===== src/rtl/prf_pkg.sv =====
// Shared constants and types of the page replacement block.
package prf_pkg;

	localparam int FRAMES    = 8;
	localparam int PAGE_BITS = 16;
	localparam int STAMP_W   = 32;
	localparam int CNT_W     = 32;
	localparam int FRAME_W   = (FRAMES > 1) ? $clog2(FRAMES) : 1;
	localparam int COUNT_W   = $clog2(FRAMES + 1);
	localparam int NCFG_W    = 4;
	localparam int CFG_W     = 4;
	localparam int CFG_IDX_W = 1;
	localparam int ENTRY_W   = PAGE_BITS + STAMP_W;

	// register indexes
	localparam logic [CFG_IDX_W-1:0] REG_POLICY = 1'b0;
	localparam logic [CFG_IDX_W-1:0] REG_FRAMES = 1'b1;

	// policy codes
	localparam logic POL_FIFO = 1'b0;
	localparam logic POL_LRU  = 1'b1;

	// action codes
	localparam logic ACT_REF   = 1'b0;
	localparam logic ACT_CLEAR = 1'b1;

	typedef struct packed {
		logic               policy;
		logic [COUNT_W-1:0] n_act;
	} cfg_t;

	typedef struct packed {
		logic               we;
		logic [FRAME_W-1:0] waddr;
		logic [ENTRY_W-1:0] wdata;
		logic               re;
		logic [FRAME_W-1:0] raddr;
	} ram_req_t;

endpackage


===== src/rtl/prf_in_if.sv =====
// Input channel: one page reference or clear word.
interface prf_in_if;
	import prf_pkg::*;

	logic                 valid;
	logic                 ready;
	logic                 action;
	logic [PAGE_BITS-1:0] page_number;

	modport source (output valid, action, page_number, input ready);
	modport sink (input valid, action, page_number, output ready);
endinterface


===== src/rtl/prf_out_if.sv =====
// Output channel: one lookup result word.
interface prf_out_if;
	import prf_pkg::*;

	logic               valid;
	logic               ready;
	logic               hit;
	logic [FRAME_W-1:0] frame_index;
	logic [CNT_W-1:0]   hit_count;
	logic [CNT_W-1:0]   fault_count;

	modport source (output valid, hit, frame_index, hit_count, fault_count, input ready);
	modport sink (input valid, hit, frame_index, hit_count, fault_count, output ready);
endinterface


===== src/rtl/prf_ram.sv =====
// Generic single-write, single-read RAM with registered read data.
module prf_ram #(
	parameter int WIDTH = 8,
	parameter int DEPTH = 8,
	localparam int AW = (DEPTH > 1) ? $clog2(DEPTH) : 1
) (
	input  logic             clk,
	input  logic             we,
	input  logic [AW-1:0]    waddr,
	input  logic [WIDTH-1:0] wdata,
	input  logic             re,
	input  logic [AW-1:0]    raddr,
	output logic [WIDTH-1:0] rdata
);
	logic [WIDTH-1:0] mem_q [DEPTH];
	logic [WIDTH-1:0] rdata_q;

	// write port
	always_ff @(posedge clk) begin
		if (we) begin
			mem_q[waddr] <= wdata;
		end
	end

	// registered read port
	always_ff @(posedge clk) begin
		if (re) begin
			rdata_q <= mem_q[raddr];
		end
	end

	assign rdata = rdata_q;
endmodule


===== src/rtl/prf_ctrl.sv =====
// Lookup sequencer: frame scan, victim choice, write-back and result register.
module prf_ctrl (
	input  logic                          clk,
	input  logic                          arst_n,
	input  prf_pkg::cfg_t                 cfg,
	prf_in_if.sink                        pages,
	prf_out_if.source                     results,
	output prf_pkg::ram_req_t             ram_req,
	input  logic [prf_pkg::ENTRY_W-1:0]   ram_rdata
);
	import prf_pkg::*;

	localparam logic [1:0] S_IDLE = 2'd0;
	localparam logic [1:0] S_SCAN = 2'd1;
	localparam logic [1:0] S_FIN  = 2'd2;

	logic [1:0]           state_q;
	logic                 act_q;
	logic [PAGE_BITS-1:0] page_q;
	logic [COUNT_W-1:0]   issue_q;
	logic                 cmp_v_s1;
	logic [FRAME_W-1:0]   cmp_idx_s1;
	logic                 found_q;
	logic [FRAME_W-1:0]   hit_idx_q;
	logic                 have_min_q;
	logic [FRAME_W-1:0]   min_idx_q;
	logic [STAMP_W-1:0]   min_stamp_q;
	logic [STAMP_W-1:0]   time_q;
	logic [FRAME_W-1:0]   ptr_q;
	logic [CNT_W-1:0]     hits_q;
	logic [CNT_W-1:0]     faults_q;
	logic [FRAMES-1:0]    valid_q;

	logic                 out_v_q;
	logic                 out_hit_q;
	logic [FRAME_W-1:0]   out_idx_q;
	logic [CNT_W-1:0]     out_hits_q;
	logic [CNT_W-1:0]     out_faults_q;

	logic                 accept;
	logic                 out_free;
	logic                 finish;
	logic                 issue_go;
	logic [PAGE_BITS-1:0] rd_page;
	logic [STAMP_W-1:0]   rd_stamp;
	logic                 empty_any;
	logic [FRAME_W-1:0]   empty_idx;
	logic [FRAME_W-1:0]   ptr_eff;
	logic [FRAME_W-1:0]   slot;
	logic [FRAME_W-1:0]   ptr_next;
	logic [CNT_W-1:0]     hits_next;
	logic [CNT_W-1:0]     faults_next;
	logic [STAMP_W-1:0]   time_next;

	assign accept   = pages.valid && pages.ready;
	assign out_free = !out_v_q || results.ready;
	assign finish   = (state_q == S_FIN) && out_free;
	assign issue_go = (state_q == S_SCAN) && (issue_q < cfg.n_act);

	assign pages.ready = (state_q == S_IDLE);

	assign rd_page  = ram_rdata[ENTRY_W-1:STAMP_W];
	assign rd_stamp = ram_rdata[STAMP_W-1:0];

	// find the lowest empty frame among those taking part
	always_comb begin
		empty_any = 1'b0;
		empty_idx = '0;
		for (int j = FRAMES - 1; j >= 0; j--) begin
			if ((COUNT_W'(j) < cfg.n_act) && !valid_q[j]) begin
				empty_any = 1'b1;
				empty_idx = FRAME_W'(j);
			end
		end
	end

	// pick the frame that hits or gets filled
	always_comb begin
		ptr_eff = (COUNT_W'(ptr_q) >= cfg.n_act) ? '0 : ptr_q;
		priority if (found_q) begin
			slot = hit_idx_q;
		end else if (cfg.policy == POL_FIFO) begin
			slot = ptr_eff;
		end else if (empty_any) begin
			slot = empty_idx;
		end else begin
			slot = min_idx_q;
		end
		ptr_next = ((COUNT_W'(slot) + COUNT_W'(1)) >= cfg.n_act) ? '0 : slot + FRAME_W'(1);
		hits_next   = (found_q && hits_q != '1) ? hits_q + CNT_W'(1) : hits_q;
		faults_next = (!found_q && faults_q != '1) ? faults_q + CNT_W'(1) : faults_q;
		time_next   = (time_q != '1) ? time_q + STAMP_W'(1) : time_q;
	end

	// drive the frame memory
	always_comb begin
		ram_req.re    = issue_go;
		ram_req.raddr = issue_q[FRAME_W-1:0];
		ram_req.we    = finish && (act_q == ACT_REF) &&
			(!found_q || cfg.policy == POL_LRU);
		ram_req.waddr = slot;
		ram_req.wdata = {page_q, time_q};
	end

	// sequence one word through scan and write-back
	always_ff @(posedge clk or negedge arst_n) begin
		if (!arst_n) begin
			state_q    <= S_IDLE;
			issue_q    <= '0;
			cmp_v_s1   <= 1'b0;
			found_q    <= 1'b0;
			have_min_q <= 1'b0;
			time_q     <= '0;
			ptr_q      <= '0;
			hits_q     <= '0;
			faults_q   <= '0;
			valid_q    <= '0;
		end else begin
			unique case (state_q)
				S_IDLE: begin
					if (accept) begin
						issue_q    <= '0;
						cmp_v_s1   <= 1'b0;
						found_q    <= 1'b0;
						have_min_q <= 1'b0;
						state_q    <= (pages.action == ACT_CLEAR) ? S_FIN : S_SCAN;
					end
				end
				S_SCAN: begin
					cmp_v_s1 <= issue_go;
					if (issue_go) begin
						issue_q <= issue_q + COUNT_W'(1);
					end
					// compare the entry read last cycle
					if (cmp_v_s1) begin
						if (!found_q && valid_q[cmp_idx_s1] && rd_page == page_q) begin
							found_q <= 1'b1;
						end
						if (!have_min_q || rd_stamp < min_stamp_q) begin
							have_min_q <= 1'b1;
						end
					end
					if (!issue_go && !cmp_v_s1) begin
						state_q <= S_FIN;
					end
				end
				S_FIN: begin
					if (out_free) begin
						state_q <= S_IDLE;
						if (act_q == ACT_CLEAR) begin
							valid_q  <= '0;
							time_q   <= '0;
							ptr_q    <= '0;
							hits_q   <= '0;
							faults_q <= '0;
						end else begin
							hits_q   <= hits_next;
							faults_q <= faults_next;
							time_q   <= time_next;
							if (!found_q) begin
								valid_q[slot] <= 1'b1;
								if (cfg.policy == POL_FIFO) begin
									ptr_q <= ptr_next;
								end
							end
						end
					end
				end
				default: begin
					state_q <= S_IDLE;
				end
			endcase
		end
	end

	// hold the word, the scan index and the best candidates
	always_ff @(posedge clk) begin
		if (accept) begin
			act_q  <= pages.action;
			page_q <= pages.page_number;
		end
		if (issue_go) begin
			cmp_idx_s1 <= issue_q[FRAME_W-1:0];
		end
		if (state_q == S_SCAN && cmp_v_s1) begin
			if (!found_q && valid_q[cmp_idx_s1] && rd_page == page_q) begin
				hit_idx_q <= cmp_idx_s1;
			end
			if (!have_min_q || rd_stamp < min_stamp_q) begin
				min_idx_q   <= cmp_idx_s1;
				min_stamp_q <= rd_stamp;
			end
		end
	end

	// result register: load on finish, drop once taken
	always_ff @(posedge clk or negedge arst_n) begin
		if (!arst_n) begin
			out_v_q <= 1'b0;
		end else if (finish) begin
			out_v_q <= 1'b1;
		end else if (results.ready) begin
			out_v_q <= 1'b0;
		end
	end

	always_ff @(posedge clk) begin
		if (finish) begin
			if (act_q == ACT_CLEAR) begin
				out_hit_q    <= 1'b0;
				out_idx_q    <= '0;
				out_hits_q   <= '0;
				out_faults_q <= '0;
			end else begin
				out_hit_q    <= found_q;
				out_idx_q    <= slot;
				out_hits_q   <= hits_next;
				out_faults_q <= faults_next;
			end
		end
	end

	assign results.valid       = out_v_q;
	assign results.hit         = out_hit_q;
	assign results.frame_index = out_idx_q;
	assign results.hit_count   = out_hits_q;
	assign results.fault_count = out_faults_q;
endmodule


===== src/rtl/page_replacement_fifo_lru.sv =====
// Page replacement block top level: configuration registers, frame memory, sequencer.
//
// The pages channel takes one word per lookup: a page reference or a clear.
// The results channel returns exactly one word per accepted input word: the
// hit flag, the frame that hit or was filled, and saturating hit and fault
// counts. Configuration is written through cfg_we, cfg_index and cfg_data:
// index 0 picks the policy (FIFO or LRU), index 1 the number of frames in use.
// Write configuration only while no word is in flight.
// A reference is accepted, scanned through the frame memory (n reads, one
// per cycle over its single read port, then a compare of the last read and a
// closing step) and written back; a clear skips the scan.
// One word is in work at a time; the next is accepted once the previous one
// has been written back, even if its result still waits in the output register.
// If the receiver stalls, the result is held and the following word stops in
// write-back until the output register is free.
// Reset empties all frames, zeroes the clock, pointer and counters, and sets
// the policy to FIFO with 8 frames in use; no memory sweep is needed.
module page_replacement_fifo_lru (
	input  logic                            clk,
	input  logic                            arst_n,
	prf_in_if.sink                          pages,
	prf_out_if.source                       results,
	input  logic                            cfg_we,
	input  logic [prf_pkg::CFG_IDX_W-1:0]   cfg_index,
	input  logic [prf_pkg::CFG_W-1:0]       cfg_data
);
	import prf_pkg::*;

	logic               policy_q;
	logic [NCFG_W-1:0]  frames_q;
	cfg_t               cfg;
	ram_req_t           ram_req;
	logic [ENTRY_W-1:0] ram_rdata;

	// hold configuration registers
	always_ff @(posedge clk or negedge arst_n) begin
		if (!arst_n) begin
			policy_q <= POL_FIFO;
			frames_q <= NCFG_W'(8);
		end else if (cfg_we) begin
			unique case (cfg_index)
				REG_POLICY: policy_q <= cfg_data[0];
				REG_FRAMES: frames_q <= cfg_data[NCFG_W-1:0];
				default: ;
			endcase
		end
	end

	// clamp the frame count to one through FRAMES
	always_comb begin
		cfg.policy = policy_q;
		priority if (frames_q == '0) begin
			cfg.n_act = COUNT_W'(1);
		end else if (32'(frames_q) > FRAMES) begin
			cfg.n_act = COUNT_W'(FRAMES);
		end else begin
			cfg.n_act = COUNT_W'(frames_q);
		end
	end

	prf_ctrl u_ctrl (
		.clk       (clk),
		.arst_n    (arst_n),
		.cfg       (cfg),
		.pages     (pages),
		.results   (results),
		.ram_req   (ram_req),
		.ram_rdata (ram_rdata)
	);

	prf_ram #(
		.WIDTH (ENTRY_W),
		.DEPTH (FRAMES)
	) u_ram (
		.clk   (clk),
		.we    (ram_req.we),
		.waddr (ram_req.waddr),
		.wdata (ram_req.wdata),
		.re    (ram_req.re),
		.raddr (ram_req.raddr),
		.rdata (ram_rdata)
	);
endmodule


===== src/flat_wrapper.sv =====
// flat-port wrapper written by rule: the top's interface ports become plain ports
module page_replacement_fifo_lru_flat import prf_pkg::*;
  (clk, arst_n, cfg_we, cfg_index, cfg_data, pages_valid, pages_action, pages_page_number, pages_ready, results_valid, results_hit, results_frame_index, results_hit_count, results_fault_count, results_ready);
  prf_in_if pages_i ();
  prf_out_if results_i ();
  input  logic clk;
  input  logic arst_n;
  input  logic cfg_we;
  input  logic [prf_pkg::CFG_IDX_W-1:0] cfg_index;
  input  logic [prf_pkg::CFG_W-1:0] cfg_data;
  input wire logic [$bits(pages_i.valid)-1:0] pages_valid;
  input wire logic [$bits(pages_i.action)-1:0] pages_action;
  input wire logic [$bits(pages_i.page_number)-1:0] pages_page_number;
  output wire logic [$bits(pages_i.ready)-1:0] pages_ready;
  output wire logic [$bits(results_i.valid)-1:0] results_valid;
  output wire logic [$bits(results_i.hit)-1:0] results_hit;
  output wire logic [$bits(results_i.frame_index)-1:0] results_frame_index;
  output wire logic [$bits(results_i.hit_count)-1:0] results_hit_count;
  output wire logic [$bits(results_i.fault_count)-1:0] results_fault_count;
  input wire logic [$bits(results_i.ready)-1:0] results_ready;
  assign pages_i.valid = pages_valid;
  assign pages_i.action = pages_action;
  assign pages_i.page_number = pages_page_number;
  assign pages_ready = pages_i.ready;
  assign results_valid = results_i.valid;
  assign results_hit = results_i.hit;
  assign results_frame_index = results_i.frame_index;
  assign results_hit_count = results_i.hit_count;
  assign results_fault_count = results_i.fault_count;
  assign results_i.ready = results_ready;
  page_replacement_fifo_lru u_core (.clk(clk), .arst_n(arst_n), .pages(pages_i), .results(results_i), .cfg_we(cfg_we), .cfg_index(cfg_index), .cfg_data(cfg_data));
endmodule

===== config.mk =====
export PLATFORM = sky130hd
export DESIGN_NAME = page_replacement_fifo_lru_flat
export DESIGN_NICKNAME = d
export VERILOG_FILES = /design/src/rtl/prf_pkg.sv /design/src/rtl/prf_in_if.sv /design/src/rtl/prf_out_if.sv /design/src/rtl/prf_ram.sv /design/src/rtl/prf_ctrl.sv /design/src/rtl/page_replacement_fifo_lru.sv /design/src/flat_wrapper.sv
export SDC_FILE = /design/constraint.sdc
export NUM_CORES = 1
export LEC_CHECK = 0
export ABC_CLOCK_PERIOD_IN_PS = 7600
export BUFFER_PORTS_ARGS = -buffer_cell sky130_fd_sc_hd__clkbuf_2
export CAP_MARGIN = 5
export CORE_MARGIN = 2
export CORE_UTILIZATION = 30
export CTS_BUF_LIST = sky130_fd_sc_hd__clkbuf_8
export DETAILED_ROUTE_END_ITERATION = 7
export SYNTH_ARGS = -nofsm -noshare
export SYNTH_HDL_FRONTEND = slang
export SYNTH_SLANG_ARGS = --single-unit

===== constraint.sdc =====
create_clock -name clk -period 7.6 [get_ports clk]
set_input_delay 1.52 -clock clk [delete_from_list [all_inputs] [get_ports clk]]
set_output_delay 1.52 -clock clk [all_outputs]
set_load 0.03 [all_outputs]

---- Word level (Yosys, flattened, before mapping) ----
Memories as Yosys holds them, arrays and structs flattened. A register that Yosys moved wholly into a read port is not among the register bits.
Index checks and enable logic that the tools add are counted.
cells by class
  add/subtract/negate cells ............... 6
  magnitude comparators ................... 16
  equal/unequal tests ..................... 15
  mux-type cells .......................... 58
  bitwise operators ....................... 3
  reduce and logical (&&, ||, !) cells .... 54
operators by type and width
  operator                                            count
  two-way mux 32 bit                                  6
  adder 32 x 1 -> 32 bit, second input constant       3
  != test 32 bit, second input constant               3
  two-way mux 3 bit                                   16
  < comparator 32 bit                                 1
  logical AND 1 bit                                   20
  two-way mux 1 bit                                   19
  == test 16 bit                                      1
  < comparator 3 x 4 -> 1 bit, first input constant   4
  two-way mux 4 bit                                   4
  two-way mux 8 bit                                   2
  != test 2 bit, second input constant                7
  logical NOT 1 bit                                   13
  AND reduction 2 bit                                 6
  AND reduction 3 bit                                 4
  AND reduction 4 bit                                 3
  < comparator 1 x 4 -> 1 bit, first input constant   2
  < comparator 2 x 4 -> 1 bit, first input constant   2
  < comparator 3 x 4 -> 1 bit, second input constant  2
  two-way mux 2 bit                                   4
  OR 8 bit                                            1
  one-hot mux 4 bit (2 select lines)                  1
  one-hot mux 1 bit (2 select lines)                  3
  one-hot mux 2 bit (3 select lines)                  1
  other kinds (18)                                    24
storage, ports and cells
  register bits after elaboration ......... 248
  memory bits (writable) .................. 384
  output and inout bits ................... 70
  word-level logic and storage cells ...... 176
  memories kept ........................... 1
memory list
  name                depth  bits a word  read ports  clocked after Yosys merged registers in  write ports  line           text
  u_core.u_ram.mem_q  8      48           1           1                                        1            prf_ram.sv:15  logic [WIDTH-1:0] mem_q [DEPTH];

---- Depth between registers and ports, before layout ----
Gate-level depths: netlist of the first run.
  depth after elaboration ................. 23
  mapped depth ............................ 16

---- By module ----
From an unflattened synthesis of the first run, not the netlist that was laid out.
second synthesis, totals
  cells, all modules ...................... 1863
  area, all modules ....................... 29201.8 um^2
modules (own cells, without submodules)
  module                     times used  cells each  area an instance (um^2)  sequential area each (um^2)
  prf_ram                    1           616         16100.4                  12972.4
  prf_ctrl                   1           1230        12857.3                  6711.4
  page_replacement_fifo_lru  1           17          244.0                    126.4

---- Worst setup path before layout of the first run ----
OpenSTA, ideal clock, no wires.
  path type ............................... reg2reg
  from .................................... reg u_core.frames_q[2]
  to ...................................... mem u_core.u_ram.mem_q[2][0] (netlist bit) (enable)
  data arrival time ....................... 5576 ps
  data required time ...................... 7087 ps
  slack ................................... 1512 ps
  cell stages (with the launch flop) ...... 12
  buffers on the path ..................... 2
  cell sequence ........................... dfrtp_1 -> clkbuf_1 -> o21ba_2 -> nor2_1 -> ha_1 -> nand2b_1 -> a2111oi_0 -> or2_2 -> a221o_1 -> nand3_1 -> clkbuf_1 -> nor3_1
on the way
  word-level cells in the longest chain between the ends .. 16
ends and longest elaborated chain
  what                                                                 line                             text
  start: declaration                                                   page_replacement_fifo_lru.sv:30  logic [NCFG_W-1:0] frames_q;
  start signal: assignment                                             page_replacement_fifo_lru.sv:43  REG_FRAMES: frames_q <= cfg_data[NCFG_W-1:0];
  greater-than comparator 4 bit                                        page_replacement_fifo_lru.sv:54  end else if (32'(frames_q) > FRAMES) begin
  two-way mux 4 bit                                                    page_replacement_fifo_lru.sv:54
  two-way mux 4 bit (*)                                                page_replacement_fifo_lru.sv:52  priority if (frames_q == '0) begin
  < comparator 3 x 4 -> 1 bit                                          prf_ctrl.sv:70                   if ((COUNT_W'(j) < cfg.n_act) && !valid_q[j]) begin
  logical AND 1 bit                                                    prf_ctrl.sv:70
  two-way mux 3 bit or two-way mux 1 bit (tied branches) (8 in a row)  prf_ctrl.sv:70
  two-way mux 3 bit                                                    prf_ctrl.sv:84                   end else if (empty_any) begin
  two-way mux 3 bit (*)                                                prf_ctrl.sv:82                   end else if (cfg.policy == POL_FIFO) begin
  two-way mux 3 bit (*)                                                prf_ctrl.sv:80                   priority if (found_q) begin
  end: declaration                                                     prf_ram.sv:15
Mark *: on every way between the ends. The rest lies on a longest branch, timed or not.

==> impl_metrics.yaml, run 1 <==
placed_design:
  gpl.final_weighted_congestion: 0.803
  dpl.hpwl_um: 37000
  place_ws_ps: 2830
  numPortBuffers: 96
sta:
  slew_headroom_pct: 31.1
  worst_pin_slew_ps: 1030
  post-route-min-period_ps: 4870
  setup_viol: 0
  fin_crit_sh_pct: 64.1
  finalHoldViolCount: 0
  slew_violations: 0
  fmax_mhz: 205
  tns_ps: 0
  fin_ws_ps: 2730
  skew_ps: 45.6
  rsz0062_at_grt: "false"
global_routing:
  gr-total-overflow: 0
  grt_start_max_net_pins: 107
  use_met1_pct: 17.2
  grt_util_met2_pct: 20.8
  antenna_found_initial: 1
  use_met3_pct: 2.52
  grt_pass1_vias: 17170
  track_usage_pct: 12.8
  top_usage_layer: "met2"
  grt_pass1_wl_um: 98800
setup_path:
  arrival_ps: 5500
  endpoint_kind: "flip-flop"
  path_class: "flip-flop to flip-flop"
  path_max_fanout: 11
  crit_chain: "inv_1, nand2_1, ha_1, or2_2, a21oi_1, or2_2, a221o_1, nand3_1, clkinv_1, ha_1, ha_1, a21o_1, a21o_1, a2111oi_0, a22o_1"
  required_ps: 8230
  cp-start-kind: "flip-flop"
  critPathBufInv: 2
  cp_top_family: "compound AO/OA/AOI/OAI gates"
  max_stage_delay_ps: 740
  cp_common_cell: "ha_1"
  crit_slowest_cell: "a2111oi_0"
die:
  die-area_sq_um: 99100
  die_w_um: 315
  die_y_um: 315
  rows: 113
  coreArea_sq_um: 95300
  ios: 97
  start_util_pct: 30.4
clocking:
  cts-hold-fix-buffers: 0
  cts_buffer_depth: 3
  post_cts_buffers: 0
  cts_sinks: 680
  tritoncts: "built"
  cts_resized: 0
  clk_pin_slew_ps: 60
  cts_buffers: 110
  cts_htree_levels: 3
  clk_latency_ps: 710
  clockRootBuffer: "clkbuf_8"
synth:
  seq_area_frac_synth_pct: 68.4
  synth_largest_area_cell: "edfxtp_1"
  synth_area_sq_um: 29000
  ys.flop_type: "edfxtp_1"
  synth-edff-count: 558
  synth_top_area_share_pct: 57.8
  yosys-top-cells-count: "edfxtp_1, nor2_1, nand2_1"
  synthMostInstantiatedCell: "edfxtp_1"
  synth_nets: 1945
  async_flop_share_pct: 17.9
  yosys-top-cells-area: "edfxtp_1, dfrtp_1, mux4_2"
  syn_avg_cell_area_sq_um: 15.5
  ys_types: 83
  synthCells: 1872
  synth_seq_cells: 680
  ys.warnings.count: 0
pwr:
  power_density_nw_per_um2: 307
  peakVddDrop_v: 0.000175
  p_leak_nw: 11.7
  p_total_mw: 10.2
job:
  maxCapViolations: 0
drt:
  wl_per_cell_um: 18.7
  avgViaCountPerCell: 4.83
  drtIter0Drc: 1026
  wl_um: 63100
  drc_errors: 0
  vias: 16344
  dr.pass1.iters: 5
  drt.antenna.violating_nets: 0
cells_and_area:
  area_growth_pct: 14.2
  multi_input_area_sq_um: 8700
  final_nets: 2095
  drive_gt1_share_pct: 22.3
  regArea_sq_um: 19800
  fillers: 9160
min_path:
  worstHoldPathType: "flip-flop to flip-flop"
run_status:
  status: "complete, no violations"
[final timing paths]
check / slack (ps) / start / endpoint / cells after the start
setup / recovery: 2730 / u_core.frames_q[3] / u_core.u_ctrl.ptr_q[2] / 15
hold / removal: 450 / u_core.u_ram.rdata[0] / u_core.u_ctrl.min_stamp_q[0] / 0
setup reg to reg: 2730 / u_core.frames_q[3] / u_core.u_ctrl.ptr_q[2] / 15
hold reg to reg: 450 / u_core.u_ram.rdata[0] / u_core.u_ctrl.min_stamp_q[0] / 0
max in group asynchronous: 5450 / arst_n / u_core.u_ctrl.issue_q[0] / 2
min in group asynchronous: 860 / arst_n / u_core.u_ctrl.faults_q[23] / 1
[stage by stage]
step | hold WS (ps) | utilization [%] | instance area [sq um] | cells
finish | 450 | 34.7 | 33100 | 3383
global route | 454 | 34.7 | 33100 | 3383
CTS | 451 | 34.7 | 33100 | 3382
detailed placement | 437 | 32.5 | 31000 | 3175
global placement | 429 | 32.5 | 31000 | 3175
floorplan | 417 | - | 29000 | 1872
[sequential cells by signal (all words and copies together) (netlist names), 4 cells and up]
register,cells
u_core.frames_q,4
u_core.u_ctrl.issue_q,4
u_core.u_ctrl.hits_q,32
u_core.u_ctrl.valid_q,8
u_core.u_ram.rdata,48
u_core.u_ctrl.min_stamp_q,32
u_core.u_ctrl.faults_q,32
u_core.u_ctrl.results.fault_count,32
u_core.u_ctrl.time_q,32
u_core.u_ctrl.results.hit_count,32
u_core.u_ctrl.page_q,16
u_core.u_ram.mem_q,384
[cell families (layout without fill, tap and decap cells)]
group / Yosys count / count (layout) / synth area share, %
flip-flops: 680 / 680 / 68.4
AND/OR/NAND/NOR: 515 / 515 / 8.81
multiplexers: 205 / 205 / 11.6
AO/OA/AOI/OAI: 194 / 194 / 4.54
buffers and inverters: 136 / 381 / 1.83
XOR/XNOR: 96 / 96 / 2.90
adder cells (fa/ha/maj): 46 / 46 / 1.99
other: 0 / 1 / 0
[cells in the final DEF (no fill, tap or decap), types with 56 or more instances in the layout]
master / synthesis / routed
xnor2_1: 57 / 57
nand2_1: 122 / 122
clkbuf_8: 0 / 118
nor2_1: 172 / 171
mux2_2: 56 / 56
dfrtp_1: 121 / 118
inv_1: 46 / 85
clkbuf_2: 2 / 95
edfxtp_1: 558 / 558
mux4_2: 98 / 98
[report_power, final]
group	internal [mW]	switching [mW]
sequential	4.63	0.458
clock	1.54	1.44
combinational	0.885	1.21
[layer usage]
layer  vias to the layer above  share of wire, %
met5                         -                 0
met4                         0               2.2
met3                       101               5.4
met2                       433                48
met1                      8344                44
li1                       7466                 -
[cell type report]
type	instances	area share, %
multi-input cells	1056	26.3
repair buffers	125	2.13
clock buffers	118	4.91
flip-flops and latches	680	59.9
diodes	1	0.00756
clock inverters	89	1.46
inverters	49	0.563
well taps	1265	4.78
Note: power is estimated with default switching activity, not from simulation.
==> run 2: changes to the inputs <==
--- a/config.mk
+++ b/config.mk
@@ -5,7 +5,7 @@
 export SDC_FILE = /design/constraint.sdc
 export NUM_CORES = 1
 export LEC_CHECK = 0
-export ABC_CLOCK_PERIOD_IN_PS = 7600
+export ABC_CLOCK_PERIOD_IN_PS = 4000
 export BUFFER_PORTS_ARGS = -buffer_cell sky130_fd_sc_hd__clkbuf_2
 export CAP_MARGIN = 5
 export CORE_MARGIN = 2
==> constraint.sdc (replaced) <==
create_clock -name clk -period 4 [get_ports clk]
set_input_delay 0.8 -clock clk [delete_from_list [all_inputs] [get_ports clk]]
set_output_delay 0.8 -clock clk [all_outputs]
set_load 0.03 [all_outputs]
==> impl_metrics.yaml, run 2 (same netlist as run 1, synthesis figures left out) <==
cells_and_area:
  regArea_sq_um: 19800
  fin_cells: 3385
  layout_common_cells: "edfxtp_1, nor2_1, nand2_1, dfrtp_1, clkbuf_8"
  largest_reg_flops: 384
  final_nets: 2105
  largest-register: "u_core.u_ram.mem_q"
  utilization_pct: 35.0
  final_common_cell: "edfxtp_1"
  area_growth_pct: 15.1
  multi_input_area_sq_um: 8760
  fin_area_sq_um: 33400
  drive_gt1_share_pct: 22.9
  fillers: 9073
global_routing:
  top_usage_layer: "met2"
  antenna_found_initial: 2
  grt_util_met2_pct: 20.8
  grt_pass1_wl_um: 98200
  use_met1_pct: 17.1
  gr-total-overflow: 0
  track_usage_pct: 12.6
  grt_start_max_net_pins: 102
  grt_pass1_vias: 16926
  use_met3_pct: 2.26
setup_path:
  endpoint_kind: "flip-flop"
  reg2regPathDepth: 16
  path_class: "flip-flop to flip-flop"
  r2r_start: "u_core.frames_q[2]"
  ff2ff_setup_slack_ps: 180
  cp-start-kind: "flip-flop"
  arrival_ps: 4480
  path_max_fanout: 5
  reg2reg_to: "u_core.u_ctrl.ptr_q[0]"
  required_ps: 4660
sta:
  slew_headroom_pct: 19.8
  post-route-min-period_ps: 3820
  setup_viol: 0
  finalHoldViolCount: 0
  skew_ps: 52.2
  tns_ps: 0
  rsz0062_at_grt: "false"
  slew_violations: 0
  fin_crit_sh_pct: 95.4
  fmax_mhz: 262
  worst_pin_slew_ps: 1190
die:
  die_w_um: 315
  ios: 97
  die-area_sq_um: 99100
  start_util_pct: 30.4
  coreArea_sq_um: 95300
  rows: 113
  die_y_um: 315
clocking:
  cts_buffer_depth: 3
  tritoncts: "built"
  cts_buffers: 111
  cts_htree_levels: 3
  cts_sinks: 680
  clockRootBuffer: "clkbuf_8"
  clk_pin_slew_ps: 70
  cts-hold-fix-buffers: 0
  post_cts_buffers: 0
  clk_latency_ps: 740
placed_design:
  numPortBuffers: 96
  dpl.hpwl_um: 38400
  placed_cell_area_sq_um: 31300
  gpl.final_weighted_congestion: 0.819
  placed_cells: 3184
drt:
  dr.pass1.iters: 5
  wl_per_cell_um: 18.5
  drt.antenna.violating_nets: 0
  avgViaCountPerCell: 4.82
  wl_um: 62500
  drc_errors: 0
  drtIter0Drc: 1201
  vias: 16323
pwr:
  power_density_nw_per_um2: 585
  p_leak_nw: 11.8
  p_total_mw: 19.5
  peakVddDrop_v: 0.000331
job:
  maxCapViolations: 0
run_status:
  status: "complete, no violations"
min_path:
  worstHoldPathType: "primary input to async pin"
run 2: stage by stage:
| stage | setup slack, ps | hold slack, ps |
|---|---|---|
| 6_report | 184 | 77.4 |
| 5_1_grt | 2.88 | 90.3 |
| 4_1_cts | 94.0 | 62.7 |
| 3_5_place_dp | 130 | 440 |
| 3_3_place_gp | 79.8 | 434 |
| 2_1_floorplan | -679 | 417 |
run 2: worst max-delay path by stage:
stage                       start                        to  slack [ps]
3_5_place_dp   u_core.frames_q[2]    u_core.u_ctrl.ptr_q[2]         130
2_1_floorplan  u_core.frames_q[3]  u_core.u_ram.mem_q[0][0]        -680
3_3_place_gp   u_core.frames_q[2]    u_core.u_ctrl.ptr_q[0]          80
5_1_grt        u_core.frames_q[2]    u_core.u_ctrl.ptr_q[0]           3
4_1_cts        u_core.frames_q[2]    u_core.u_ctrl.ptr_q[0]          90
6_report       u_core.frames_q[2]    u_core.u_ctrl.ptr_q[0]         180
run 2: area by class of cell:
class                           instances  area share [%]
Antenna cell                            1         0.00750
Clock buffer                          115            4.75
Clock inverter                         85            1.49
Inverter                               49           0.559
Multi-Input combinational cell       1056            26.3
Sequential cell                       680            59.4
Tap cell                             1265            4.75
Timing Repair Buffer                  134            2.76
run 2: power by group:
part / total, mW / internal (mW) / switching (mW)
Combinational: 4.18 / 1.79 / 2.39
Clock: 5.70 / 2.89 / 2.81
Sequential: 9.62 / 8.78 / 0.838
Total: 19.5 / 13.5 / 6.04
run 2: timing repair:
item | in CTS | in global routing
hold endpoints to repair | 0 | 0
setup endpoints to repair | 0 | 3
resized for setup | 0 | 4
run 2: critical path, stage by stage, from the launching register on:
cell and delay, ps:
dfrtp_1 390, o21ba_2 230, nor2_1 150, ha_1 250
nand2b_1 150, a2111oi_2 370, or2_2 190, o2bb2ai_1 220
o31ai_4 90, inv_2 120, ha_1 270, ha_1 280
a21o_1 160, a21o_1 180, a2111oi_1 380, buf_4 190
a22o_1 120
run 2: layer usage:
layer  wire length, um  vias up
li1                  -     7485
met4              1240        0
met5                 0        -
met1             28400     8359
met2             30100      373
met3              2730      106
==> run 3: changes to the inputs <==
--- a/config.mk
+++ b/config.mk
@@ -12,6 +12,7 @@
 export CORE_UTILIZATION = 30
 export CTS_BUF_LIST = sky130_fd_sc_hd__clkbuf_8
 export DETAILED_ROUTE_END_ITERATION = 7
+export SETUP_SLACK_MARGIN = 0.5
 export SYNTH_ARGS = -nofsm -noshare
 export SYNTH_HDL_FRONTEND = slang
 export SYNTH_SLANG_ARGS = --single-unit
==> impl_metrics.yaml, run 3 (same netlist as run 1, synthesis figures left out) <==
run_status:
  status: "complete, no violations"
job:
  maxCapViolations: 0
die:
  start_util_pct: 30.4
  coreArea_sq_um: 95300
  ios: 97
  die_w_um: 315
  die_y_um: 315
  die-area_sq_um: 99100
  rows: 113
setup_path:
  cp-start-kind: "flip-flop"
  crit_slowest_cell: "dfrtp_1"
  path_class: "flip-flop to flip-flop"
  path_max_fanout: 3
  crit_chain: "o21ba_4, nor2_4, ha_4, nand2b_4, a2111oi_4, or2_4, a221o_1, nand3_2, inv_4, ha_4, xnor2_4, ha_1, a21o_1, a2111oi_4, buf_4, a22o_1"
  max_stage_delay_ps: 400
  reg2regPathDepth: 16
  arrival_ps: 4220
  endpoint_kind: "flip-flop"
  required_ps: 4710
global_routing:
  track_usage_pct: 13.0
  grt_start_max_net_pins: 91
  grt_pass1_wl_um: 101000
  gr-total-overflow: 0
  antenna_found_initial: 2
  grt_pass1_vias: 17404
cells_and_area:
  largest_reg_flops: 384
  fillers: 9092
  area_growth_pct: 17.2
  final_common_cell: "edfxtp_1"
  regArea_sq_um: 19800
  largest-register: "u_core.u_ram.mem_q"
  layout_common_cells: "edfxtp_1, nor2_1, clkbuf_8, nand2_1, dfrtp_1"
  multi_input_area_sq_um: 8920
  final_nets: 2137
  drive_gt1_share_pct: 24.9
drt:
  avgViaCountPerCell: 4.87
  drc_errors: 0
  drtIter0Drc: 1326
  wl_per_cell_um: 18.9
  drt.antenna.violating_nets: 0
  wl_um: 64800
  vias: 16661
  dr.pass1.iters: 8
placed_design:
  place_ws_ps: 290
  gpl.final_weighted_congestion: 0.804
  dpl.hpwl_um: 39300
  numPortBuffers: 96
min_path:
  worstHoldPathType: "primary input to async pin"
sta:
  slew_headroom_pct: 34.1
  fin_crit_sh_pct: 87.6
  setup_viol: 0
  rsz0062_at_grt: "true"
  finalHoldViolCount: 0
  worst_pin_slew_ps: 972
  skew_ps: 106
  fin_ws_ps: 494
  post-route-min-period_ps: 3510
  slew_violations: 0
  tns_ps: 0
  fmax_mhz: 285
  hold_slack_ps: 56.5
clocking:
  cts_buffer_depth: 3
  cts_buffers: 111
  clk_latency_ps: 770
  tritoncts: "built"
  cts-hold-fix-buffers: 0
  clk_pin_slew_ps: 60
  clockRootBuffer: "clkbuf_8"
  cts_sinks: 680
  cts_htree_levels: 3
pwr:
  peakVddDrop_v: 0.000344
  p_leak_nw: 12.1
  power_density_nw_per_um2: 581
-- run 3: cell types whose count changed in the layout (fill, tap and decap cells not counted), moves of 3 or more --
cell | previous run | this run
buf_4 | 26 | 46
inv_1 | 88 | 85
clkbuf_8 | 115 | 124
inv_12 | 4 | 0
buf_12 | 12 | 20
ha_4 | 0 | 4
ha_1 | 46 | 42
-- run 3: power breakdown --
| group | switching (mW) | internal (mW) |
|---|---|---|
| logic | 2.42 | 1.87 |
| registers | 0.882 | 8.78 |
| clock network | 2.79 | 2.98 |
-- run 3: metrics by stage --
stage          utilization [%]  cell area (sq um)  power (mW)  std cells
2_1_floorplan                -              29200        12.7       1872
3_5_place_dp              33.0              31500        14.0       3198
3_3_place_gp              33.0              31500        13.9       3198
4_1_cts                   35.4              33700        19.9       3407
5_1_grt                   35.6              34000        20.8       3423
6_report                  35.6              34000        19.7       3423
-- run 3: path summary, 6_finish.rpt --
path | slack, ps | endpoint | startpoint
max in group asynchronous | 3190 | u_core.u_ctrl.hits_q[5] | arst_n
worst max register to register | 490 | u_core.u_ctrl.ptr_q[0] | u_core.frames_q[1]
worst max-delay path | 490 | u_core.u_ctrl.ptr_q[0] | u_core.frames_q[1]
min in group clk | 250 | u_core.u_ctrl.page_q[5] | pages_page_number[5]
worst min-delay path | 60 | u_core.u_ctrl.faults_q[27] | arst_n
worst min register to register | 450 | u_core.u_ctrl.min_stamp_q[17] | u_core.u_ram.rdata[17]
-- run 3: final cells by class --
class / instances / area share (%)
multi-input cells: 1056 / 26.3
inverters: 49 / 0.564
repair buffers: 166 / 3.81
clock buffers: 124 / 5.03
flip-flops and latches: 680 / 58.4
clock inverters: 82 / 1.28
well taps: 1265 / 4.66
diodes: 1 / 0.00737
-- run 3: what timing repair did --
item | CTS | global route
pin swaps | 3 | 15
buffers inserted | 3 | 13
gates resized for setup | 10 | 18
cloned | 0 | 2
endpoints found under the setup margin | 76 | 175
-- run 3: layer usage --
metal	track usage (%)	up-vias	share of wire, %
met5	0	-	0
met4	4.84	0	2.5
met3	2.34	108	5.0
met2	21.3	432	48
met1	17.4	8557	44
li1	-	7564	-
-- run 3: worst max-delay path: cells and delay by family, from the launching register on --
kind / cells / cell delay [ps]
XOR/XNOR: 1 / 130
buffers and inverters: 2 / 260
AO/OA/AOI/OAI: 6 / 1460
flip-flops: 1 / 400
AND/OR/NAND/NOR: 4 / 600
adder cells (fa/ha/maj): 3 / 610
